===== src/design/first_fit_run_allocator_assert.svh =====
// ----------------------------------------------------------------------------
// first fit run allocator assertion macros
// concurrent check wrappers, compiled out when NO_ASSERTIONS is set
// ----------------------------------------------------------------------------
`ifndef FIRST_FIT_RUN_ALLOCATOR_ASSERT_SVH
`define FIRST_FIT_RUN_ALLOCATOR_ASSERT_SVH

`ifndef NO_ASSERTIONS
`define FFRA_ASSERT_IMP(name, clk, rst_n, ante, cons) \
  name: assert property (@(posedge clk) disable iff (!rst_n) (ante) |-> (cons)) \
    else $error("ffra check failed");
`define FFRA_ASSERT_NXT(name, clk, rst_n, ante, cons) \
  name: assert property (@(posedge clk) disable iff (!rst_n) (ante) |=> (cons)) \
    else $error("ffra check failed");
`else
`define FFRA_ASSERT_IMP(name, clk, rst_n, ante, cons)
`define FFRA_ASSERT_NXT(name, clk, rst_n, ante, cons)
`endif

`endif


===== src/design/ffra_pkg.sv =====
// ----------------------------------------------------------------------------
// ffra_pkg
// shared types and constants of the first fit run allocator
// ----------------------------------------------------------------------------
package ffra_pkg;

  localparam int START_W = 7;
  localparam int COUNT_W = 8;

  localparam logic OP_ALLOC = 1'b0;
  localparam logic OP_FREE  = 1'b1;

  typedef struct packed {
    logic               granted;
    logic [START_W-1:0] run_start;
  } result_t;

endpackage


===== src/design/ffra_map.sv =====
// ----------------------------------------------------------------------------
// ffra_map
// reservation map, one bit per cell, one write and one registered read port
// ----------------------------------------------------------------------------
module ffra_map #(
  parameter int DEPTH = 128,
  parameter int AW    = 7
) (
  input  logic          clk,
  input  logic          we,
  input  logic [AW-1:0] wa,
  input  logic          wd,
  input  logic [AW-1:0] ra,
  output logic          rd
);

  logic mem [DEPTH];
  logic rd_r;

  always_ff @(posedge clk) begin
    if (we) begin
      mem[wa] <= wd;
    end
  end

  always_ff @(posedge clk) begin
    rd_r <= mem[ra];
  end

  assign rd = rd_r;

endmodule


===== src/design/first_fit_run_allocator.sv =====
// ----------------------------------------------------------------------------
// first_fit_run_allocator
// first fit allocator of contiguous cell runs over a one bit reservation map
// ----------------------------------------------------------------------------
// After reset the map is cleared one cell per cycle with in_ready low. An
// allocate word scans the map from cell 0, one cell per cycle through the
// single read port, then marks the found run one cell per cycle; the result
// is handed over once the output register is free. A free word clears
// cell_count cells from in_start_cell, clamped at the pool end; zero counts
// and out of range words go straight to the result.
// One word is in work at a time; a finished result waits in the output
// register while the next word is taken.
module first_fit_run_allocator #(
  parameter int POOL_CELLS = 128
) (
  input  logic                        clk,
  input  logic                        rst_n,
  input  logic                        in_valid,
  output logic                        in_ready,
  input  logic                        in_opcode,
  input  logic [ffra_pkg::START_W-1:0] in_start_cell,
  input  logic [ffra_pkg::COUNT_W-1:0] in_cell_count,
  output logic                        out_valid,
  input  logic                        out_ready,
  output logic                        out_granted,
  output logic [ffra_pkg::START_W-1:0] out_run_start
);

  import ffra_pkg::*;

  `include "first_fit_run_allocator_assert.svh"

  localparam int AW = $clog2(POOL_CELLS);
  localparam int SW = ((AW > COUNT_W) ? AW : COUNT_W) + 1;
  localparam logic [AW:0]   POOL_N = (AW + 1)'(POOL_CELLS);
  localparam logic [AW:0]   LAST_N = (AW + 1)'(POOL_CELLS - 1);
  localparam logic [AW-1:0] LAST_A = AW'(POOL_CELLS - 1);

  localparam logic [2:0] ST_CLEAR = 3'd0;
  localparam logic [2:0] ST_IDLE  = 3'd1;
  localparam logic [2:0] ST_SCAN  = 3'd2;
  localparam logic [2:0] ST_MARK  = 3'd3;
  localparam logic [2:0] ST_FIN   = 3'd4;

  logic [2:0]         state_r, state_nxt;
  logic [AW:0]        addr_r, addr_nxt;
  logic [AW-1:0]      chk_addr_r, chk_addr_nxt;
  logic               chk_vld_r, chk_vld_nxt;
  logic [COUNT_W-1:0] run_r, run_nxt;
  logic [COUNT_W-1:0] count_r, count_nxt;
  logic [AW-1:0]      mark_addr_r, mark_addr_nxt;
  logic               mark_bit_r, mark_bit_nxt;
  result_t            res_r, res_nxt;
  logic               out_valid_r, out_valid_nxt;
  result_t            out_res_r, out_res_nxt;

  logic               map_we;
  logic [AW-1:0]      map_wa;
  logic               map_wd;
  logic               map_rd;
  logic [COUNT_W-1:0] run_inc;
  logic [SW-1:0]      first_w;

  ffra_map #(
    .DEPTH (POOL_CELLS),
    .AW    (AW)
  ) u_map (
    .clk (clk),
    .we  (map_we),
    .wa  (map_wa),
    .wd  (map_wd),
    .ra  (addr_r[AW-1:0]),
    .rd  (map_rd)
  );

  assign run_inc = run_r + COUNT_W'(1);
  assign first_w = SW'(chk_addr_r) + SW'(1) - SW'(count_r);

  always_comb begin
    state_nxt     = state_r;
    addr_nxt      = addr_r;
    chk_addr_nxt  = chk_addr_r;
    chk_vld_nxt   = chk_vld_r;
    run_nxt       = run_r;
    count_nxt     = count_r;
    mark_addr_nxt = mark_addr_r;
    mark_bit_nxt  = mark_bit_r;
    res_nxt       = res_r;
    out_valid_nxt = out_valid_r & ~out_ready;
    out_res_nxt   = out_res_r;
    map_we        = 1'b0;
    map_wa        = mark_addr_r;
    map_wd        = mark_bit_r;
    unique case (state_r)
      ST_CLEAR: begin
        map_we = 1'b1;
        map_wa = addr_r[AW-1:0];
        map_wd = 1'b0;
        if (addr_r == LAST_N) begin
          state_nxt = ST_IDLE;
        end else begin
          addr_nxt = addr_r + (AW + 1)'(1);
        end
      end
      ST_IDLE: begin
        if (in_valid) begin
          count_nxt     = in_cell_count;
          addr_nxt      = '0;
          chk_vld_nxt   = 1'b0;
          run_nxt       = '0;
          mark_addr_nxt = AW'(in_start_cell);
          mark_bit_nxt  = 1'b0;
          res_nxt       = '{granted: 1'b1, run_start: '0};
          if (in_opcode == OP_ALLOC) begin
            if (in_cell_count == '0) begin
              state_nxt = ST_FIN;
            end else if (32'(in_cell_count) > 32'(POOL_CELLS)) begin
              res_nxt   = '{granted: 1'b0, run_start: '0};
              state_nxt = ST_FIN;
            end else begin
              state_nxt = ST_SCAN;
            end
          end else begin
            if (in_cell_count != '0 && 32'(in_start_cell) < 32'(POOL_CELLS)) begin
              state_nxt = ST_MARK;
            end else begin
              state_nxt = ST_FIN;
            end
          end
        end
      end
      ST_SCAN: begin
        chk_vld_nxt  = (addr_r < POOL_N);
        chk_addr_nxt = addr_r[AW-1:0];
        if (addr_r < POOL_N) begin
          addr_nxt = addr_r + (AW + 1)'(1);
        end
        if (chk_vld_r) begin
          if (map_rd) begin
            run_nxt = '0;
          end else begin
            run_nxt = run_inc;
          end
          if (!map_rd && run_inc == count_r) begin
            res_nxt       = '{granted: 1'b1, run_start: START_W'(first_w)};
            mark_addr_nxt = AW'(first_w);
            mark_bit_nxt  = 1'b1;
            chk_vld_nxt   = 1'b0;
            state_nxt     = ST_MARK;
          end else if (chk_addr_r == LAST_A) begin
            res_nxt     = '{granted: 1'b0, run_start: '0};
            chk_vld_nxt = 1'b0;
            state_nxt   = ST_FIN;
          end
        end
      end
      ST_MARK: begin
        map_we        = 1'b1;
        count_nxt     = count_r - COUNT_W'(1);
        mark_addr_nxt = mark_addr_r + AW'(1);
        if (count_r == COUNT_W'(1) || mark_addr_r == LAST_A) begin
          state_nxt = ST_FIN;
        end
      end
      ST_FIN: begin
        if (!out_valid_r || out_ready) begin
          out_valid_nxt = 1'b1;
          out_res_nxt   = res_r;
          state_nxt     = ST_IDLE;
        end
      end
      default: begin
        state_nxt = ST_IDLE;
      end
    endcase
  end

  always_ff @(posedge clk) begin
    if (!rst_n) begin
      state_r     <= ST_CLEAR;
      addr_r      <= '0;
      chk_vld_r   <= 1'b0;
      out_valid_r <= 1'b0;
    end else begin
      state_r     <= state_nxt;
      addr_r      <= addr_nxt;
      chk_vld_r   <= chk_vld_nxt;
      out_valid_r <= out_valid_nxt;
    end
  end

  always_ff @(posedge clk) begin
    chk_addr_r  <= chk_addr_nxt;
    run_r       <= run_nxt;
    count_r     <= count_nxt;
    mark_addr_r <= mark_addr_nxt;
    mark_bit_r  <= mark_bit_nxt;
    res_r       <= res_nxt;
    out_res_r   <= out_res_nxt;
  end

  assign in_ready      = (state_r == ST_IDLE);
  assign out_valid     = out_valid_r;
  assign out_granted   = out_res_r.granted;
  assign out_run_start = out_res_r.run_start;

  `FFRA_ASSERT_NXT(a_fin_loads, clk, rst_n, state_r == ST_FIN && (!out_valid_r || out_ready), out_valid_r && state_r == ST_IDLE)
  `FFRA_ASSERT_IMP(a_fail_zero, clk, rst_n, out_valid_r && !out_res_r.granted, out_res_r.run_start == '0)
  `FFRA_ASSERT_IMP(a_run_bound, clk, rst_n, state_r == ST_SCAN && chk_vld_r, run_r < count_r)
  `FFRA_ASSERT_NXT(a_accept_busy, clk, rst_n, in_valid && in_ready, state_r != ST_IDLE && state_r != ST_CLEAR)

endmodule

===== config.mk =====
export PLATFORM = sky130hd
export DESIGN_NAME = first_fit_run_allocator
export DESIGN_NICKNAME = d
export VERILOG_FILES = /design/src/design/ffra_pkg.sv /design/src/design/ffra_map.sv /design/src/design/first_fit_run_allocator.sv
export VERILOG_INCLUDE_DIRS = /design/src /design/src/design
export SDC_FILE = /design/constraint.sdc
export NUM_CORES = 1
export LEC_CHECK = 0
export BUFFER_PORTS_ARGS = -buffer_cell sky130_fd_sc_hd__buf_2
export CAP_MARGIN = 20
export CORE_MARGIN = 2
export CORE_UTILIZATION = 55
export CTS_BUF_LIST = sky130_fd_sc_hd__clkbuf_8
export CTS_CLUSTER_DIAMETER = 50
export CTS_CLUSTER_SIZE = 12
export DETAILED_ROUTE_END_ITERATION = 12
export PLACE_DENSITY_LB_ADDON = 0.2
export SLEW_MARGIN = 10
export SYNTH_ARGS = -nofsm -noshare
export SYNTH_HDL_FRONTEND = slang
export SYNTH_SLANG_ARGS = --single-unit

===== constraint.sdc =====
create_clock -name clk -period 4.15 [get_ports clk]
set_input_delay 0.415 -clock clk [delete_from_list [all_inputs] [get_ports clk]]
set_output_delay 0.415 -clock clk [all_outputs]
set_load 0.03 [all_outputs]

# ---- Yosys cells after proc, flatten, opt, wreduce, memory -nomap -nowiden
# Memories as Yosys holds them, arrays and structs flattened. A register that Yosys moved wholly into a read port is not among the register bits.
# Index checks and enable logic that the tools add are counted.
dict set report word_totals {
  ff_bits 60
  latchBits 0
  mem_bits_rw 128
  romBits 0
  inputBits 20
  out_inout_bits 10
  word_cells 112
  n_memories 1
}
# name words word_bits read_ports rd_clocked_by_memory_dff wr line_no
set memory_table {}
lappend memory_table {u_map.mem 128 1 1 1 1 ffra_map.sv:17} ;# logic mem [DEPTH];
dict set report classes {
  addsub 6
  n_mul 0
  n_div 0
  n_lt_le_gt_ge 2
  eq_ne 18
  n_shift 0
  mux 48
  n_bitwise 2
  reduce_logical 22
}
# cell n
set op_table {}
lappend op_table {{$mux 8} 13}
lappend op_table {{$pmux 8 s2} 3}
lappend op_table {{$mux 3} 11}
lappend op_table {{$mux 7} 4}
lappend op_table {{$pmux 8 s3} 1}
lappend op_table {{$pmux 7 s3} 1}
lappend op_table {{$add 8x1->8 const B} 2}
lappend op_table {{$ne 2x2->1 const B} 8}
lappend op_table {{$reduce_and 4->1} 4}
lappend op_table {{$pmux 3 s5} 1}
lappend op_table {{$add 7x1->7 const B} 2}
lappend op_table {{$eq 7x7->1 const B} 2}
lappend op_table {{$mux 1} 12}
lappend op_table {{$eq 8x1->1 const B} 1}
lappend op_table {{$eq 8x7->1 const B} 1}
lappend op_table {{$eq 8x8->1} 1}
lappend op_table {{$gt 8x8->1 const B} 1}
lappend op_table {{$logic_not 8->1} 1}
lappend op_table {{$lt 8x8->1 const B} 1}
lappend op_table {{$reduce_bool 8->1} 1}
lappend op_table {{$sub 8x1->8 const B} 1}
lappend op_table {{$sub 7x7->7} 1}
lappend op_table {{$eq 3x2->1 const B} 2}
lappend op_table {{$reduce_and 2->1} 3}
lappend op_table {{15 further kinds} 20}

# ---- Longest topological paths before layout
dict set report depth {
  word_depth 6
  depth_mapped 12
  depth_no_buf 12
}

# ---- By module
# From an unflattened synthesis, not the netlist that was laid out.
dict set report unflattened {
  cells_unflattened 727
  hier_area_um2 9172.5
}
# module instances cells_per_inst area_each_um2 seq_area_each_um2
set modules_own_cells {}
lappend modules_own_cells {ffra_map 1 395 5719.2 3863.7}
lappend modules_own_cells {first_fit_run_allocator 1 332 3453.3 1671.6}

# ---- Worst setup path after synthesis
# No wires, ideal clock.
dict set report synth_timing {
  path_kind {reg-to-reg}
  start {register state_r[1]}
  end {memory u_map.mem[0], data pin}
  t_arrival_ps 2908
  t_required_ps 3615
  slack_ps 707
  stages_incl_launch_ff 6
  n_path_buf 3
  period_less_slack_ps 3443
  cell_sequence {dfxtp_1 clkbuf_1 or3_1 clkbuf_1 clkbuf_1 and2_1}
}
dict set report synth_via {
  elab_chain_cells 2
}
# item line_no
set synth_rtl {}
lappend synth_rtl {{start: declaration} first_fit_run_allocator.sv:45} ;# logic [2:0] state_r, state_nxt;
lappend synth_rtl {{start signal: assignment} first_fit_run_allocator.sv:185} ;# state_r <= state_nxt;
lappend synth_rtl {{$logic_not 3->1} first_fit_run_allocator.sv:94} ;# unique case (state_r)
lappend synth_rtl {{$mux 1} first_fit_run_allocator.sv:94}
lappend synth_rtl {{net map_wd} first_fit_run_allocator.sv:59} ;# logic map_wd;
lappend synth_rtl {{end: declaration} ffra_map.sv:17}
# The timed path passes the listed nets, and every way through them passes these cells.

# ---- Worst setup path after layout
dict set report layout_timing {
  start {register state_r[0]}
  end {memory u_map.mem[52], enable pin}
}
dict set report layout_via {
  elab_chain_cells 5
  word_cells_on_any_way 7
  cone_classes {1 x eq/ne; 4 x mux; 2 x reduce/logical}
}
# item line_no
set layout_rtl {}
lappend layout_rtl {{$eq 3x2->1 or $logic_not 3->1 (tied branches)} first_fit_run_allocator.sv:94}
lappend layout_rtl {{$reduce_or 2->1 (no source line)} -}
lappend layout_rtl {{$mux 1} first_fit_run_allocator.sv:94}
lappend layout_rtl {{$mux 1} ffra_map.sv:21} ;# if (we) begin
lappend layout_rtl {{$mux 1 (not written as such)} ffra_map.sv:22} ;# mem[wa] <= wd;
# Several ways; a longest one is shown, not always the timed one.

==> impl_results.md <==
- Mapped Area: 0.00926 sq mm
- Final instance area: 0.0100 sq mm
- Final core utilization: 60.5%
- Avg Cell Area, Syn: 12.0 sq um
- Area contributors post-synth: edfxtp_1 (57%), nor2_1 (6.3%), mux4_2 (5.8%)
- Total Routing Usage GR: 23.4%
- Leak pwr: 3.20 nW
- WS Path Type: reg -> reg
- Mapped Cells: 773
- Met2 WL post-DR: 9.87 mm
- Comb pwr share: 4.3%
- Global route overflow: 0
- DRT met1 WL: 8.19 mm
- Antenna Cells: 0
- Unrepaired setup endpoints after global routing: false
- Fmax: 0.311 GHz
- Die Wd: 134 um
- Slowest-stage cell, CP: dfxtp_1
- Final antenna-violating net count: 0
- Area Growth Syn to Fin: 8.05%
- H-Tree Depth: 4
- DP Area: 0.00959 sq mm
- CP max FO: 23
- Post-route DRC violation count: 0
- Net Count, Synth: 810
- CTS resizes: 0
- Commonest cells in the netlist: edfxtp_1 (175), nor2_1 (155), nand2_1 (73)
- Final hold vios: 0
- Post-CTS Setup Repair Bufs: 0
- Post-DR wirelength/cell: 19.4 um
- # IOs: 30
- Synth area leader: edfxtp_1
- Initial antenna violation count: 0
- NetSw: 0.795 mW
- Period utilization: 77.4%
- DR vias/cell: 5.97
- MaxCap Viol Count: 0
- Status: finished, final reports clean
- Largest net degree at the start of global routing: 129
- #FFs+latches synth: 189
- Clk root buf: clkbuf_8
- Share of cells above drive strength 1: 12.8%
- CP Launch Type: register
- Worst setup EP type: register
- Synth top area share: 56.8%
- Met3 WL: 1.20 mm
- Synth cell types: 56
- Drt pass-1 iters: 5
- Vias in the first global route: 6152
- Int Pwr: 2.66 mW
- Chip height: 134 um
- Max Used Layer: met4
- Clock sink count: 189
- Final setup fails: 0
- Max rail drop VDD: 0.317 mV
- Sequence of cells on the critical path: or3_1, mux2i_1, nand3_1, nor2_1
- # rows: 47
- Final Max Tran Viols: 0
- Initial drt markers: 585
- Setup_tns: 0 ns
- Slew Limit Headroom: 29.1%
- Global-route wire length before repair: 31.9 mm
- Worst-Skew Late Latency: 0.47 ns
- Syn. warnings: 0
- Required @ worst endpoint: 4.32 ns
- Clock power share: 35.5%
- Core area: 0.0165 sq mm
- Hold buffers post-CTS: 0
- Top_reg_cell synth: edfxtp_1
- Actual slew at the worst max-slew pin: 1.06 ns
- Clk buf depth: 2
- Switch share: 23.0%
- Starting density of the core: 56.0%
- Port bufs: 29
- Sequential group share of total power: 60.2%
- Clock slew at reported path FFs: 0.10 ns
- Drt total wl: 19.8 mm
- Final worst path period need: 3.21 ns
- HP Class: in -> reg
- Vias: 6101
- Largest stage delay, worst path: 0.74 ns
- Die area: 0.0179 sq mm
- Final Skew: 0.0114 ns
- Most frequent cell after synthesis: edfxtp_1
- Nets@finish: 828
- CTS tree: built
- Power Dens Cells: 346 mW/mm^2
- GP Congestion: 0.929
- HPWL after DPL: 13.3 mm
- Post-synth ARST share: 0%
- Post-synthesis sequential area ratio: 59.8%
- Number of synthesized flops with an enable pin: 175
- CTS Buf Count: 17
- WP data arrival: 3.39 ns
## power groups by stage
stage          logic [mW]  registers (mW)  clock network (mW)
2_1_floorplan       0.117            2.10                   0
3_3_place_gp        0.144            2.13                   0
3_5_place_dp        0.148            2.13                   0
4_1_cts             0.148            2.08                1.25
5_1_grt             0.162            2.08                1.32
6_report            0.148            2.08                1.23
## layer usage
layer  GRT usage, %  vias to the layer above
li1               -                     2840
met4           9.16                        0
met1           28.9                     2981
met5              0                        -
met2           39.7                      237
met3           5.67                       43
## per-stage QoR
stage                     instances  total power, mW  setup slack [ns]  hold WS, ns
after global placement          991             2.27              1.14        0.402
after CTS                      1021             3.48             0.946        0.213
after floorplan                 773             2.22             0.707        0.400
final                          1022             3.46             0.937        0.228
after detailed placement        991             2.27              1.01        0.410
after global routing           1022             3.57             0.670        0.221
## layout by cell type (no fill, tap or decap), drive strengths merged, types with 12 or more instances in the layout
cell,netlist,layout
dfxtp,14,14
inv,21,28
o21ai,29,29
nor3,17,17
edfxtp,175,175
nand3,25,25
mux4,24,24
nand2,73,73
xnor2,20,20
clkbuf,32,17
buf,7,38
nor2,155,155
mux2i,22,22
a21oi,17,17
xor2,12,12
ha,16,16
## cell type report
| type | instances | area, sq um |
|---|---|---|
| timing repair buffer | 38 | 233 |
| fill | 1346 | 6520 |
| clock buffer | 17 | 234 |
| inverter | 21 | 78.8 |
| tap | 220 | 275 |
| clock inverter | 13 | 154 |
| multi-input combinational | 524 | 3490 |
| sequential | 189 | 5540 |
## state kept, by name, indices dropped and copies added, names as in the netlist, 3 cells and up
register	count
addr_r	8
run_r	8
out_run_start	7
u_map.mem	128
mark_addr_r	7
res_r	8
state_r	3
chk_addr_r	7
count_r	8
## critical path, delay by kind of cell, from the launching register on
kind          cells  cell delay (ns)
flops             1             0.74
mux               1             0.58
simple gates      3             1.59
## cells by family (layout without fill, tap and decap cells)
family,count (synthesis),in the layout,share of synthesized area (%)
AOI/OAI and AO/OA,80,80,5.57
muxes,48,48,8.46
and+or+nand+nor,341,341,16.8
DFF,189,189,59.8
xor gates and xnor gates,38,38,4.54
adders and majority gates,17,17,2.38
buffers and inverters,60,89,2.50
## final timing paths
path | start | endpoint | slack [ns] | depth (start not counted)
setup / recovery | state_r[0]$_SDFFE_PN0P_ | u_map.mem[52]$_DFFE_PP_ | 0.94 | 4
hold / removal | rst_n | chk_vld_r$_SDFFE_PN0P_ | 0.23 | 2
setup reg to reg | state_r[0]$_SDFFE_PN0P_ | u_map.mem[52]$_DFFE_PP_ | 0.94 | 4
hold reg to reg | res_r[2]$_SDFFCE_PN0P_ | out_run_start[2]$_DFFE_PP_ | 0.43 | 0
Note: power is estimated with default switching activity, not from simulation.
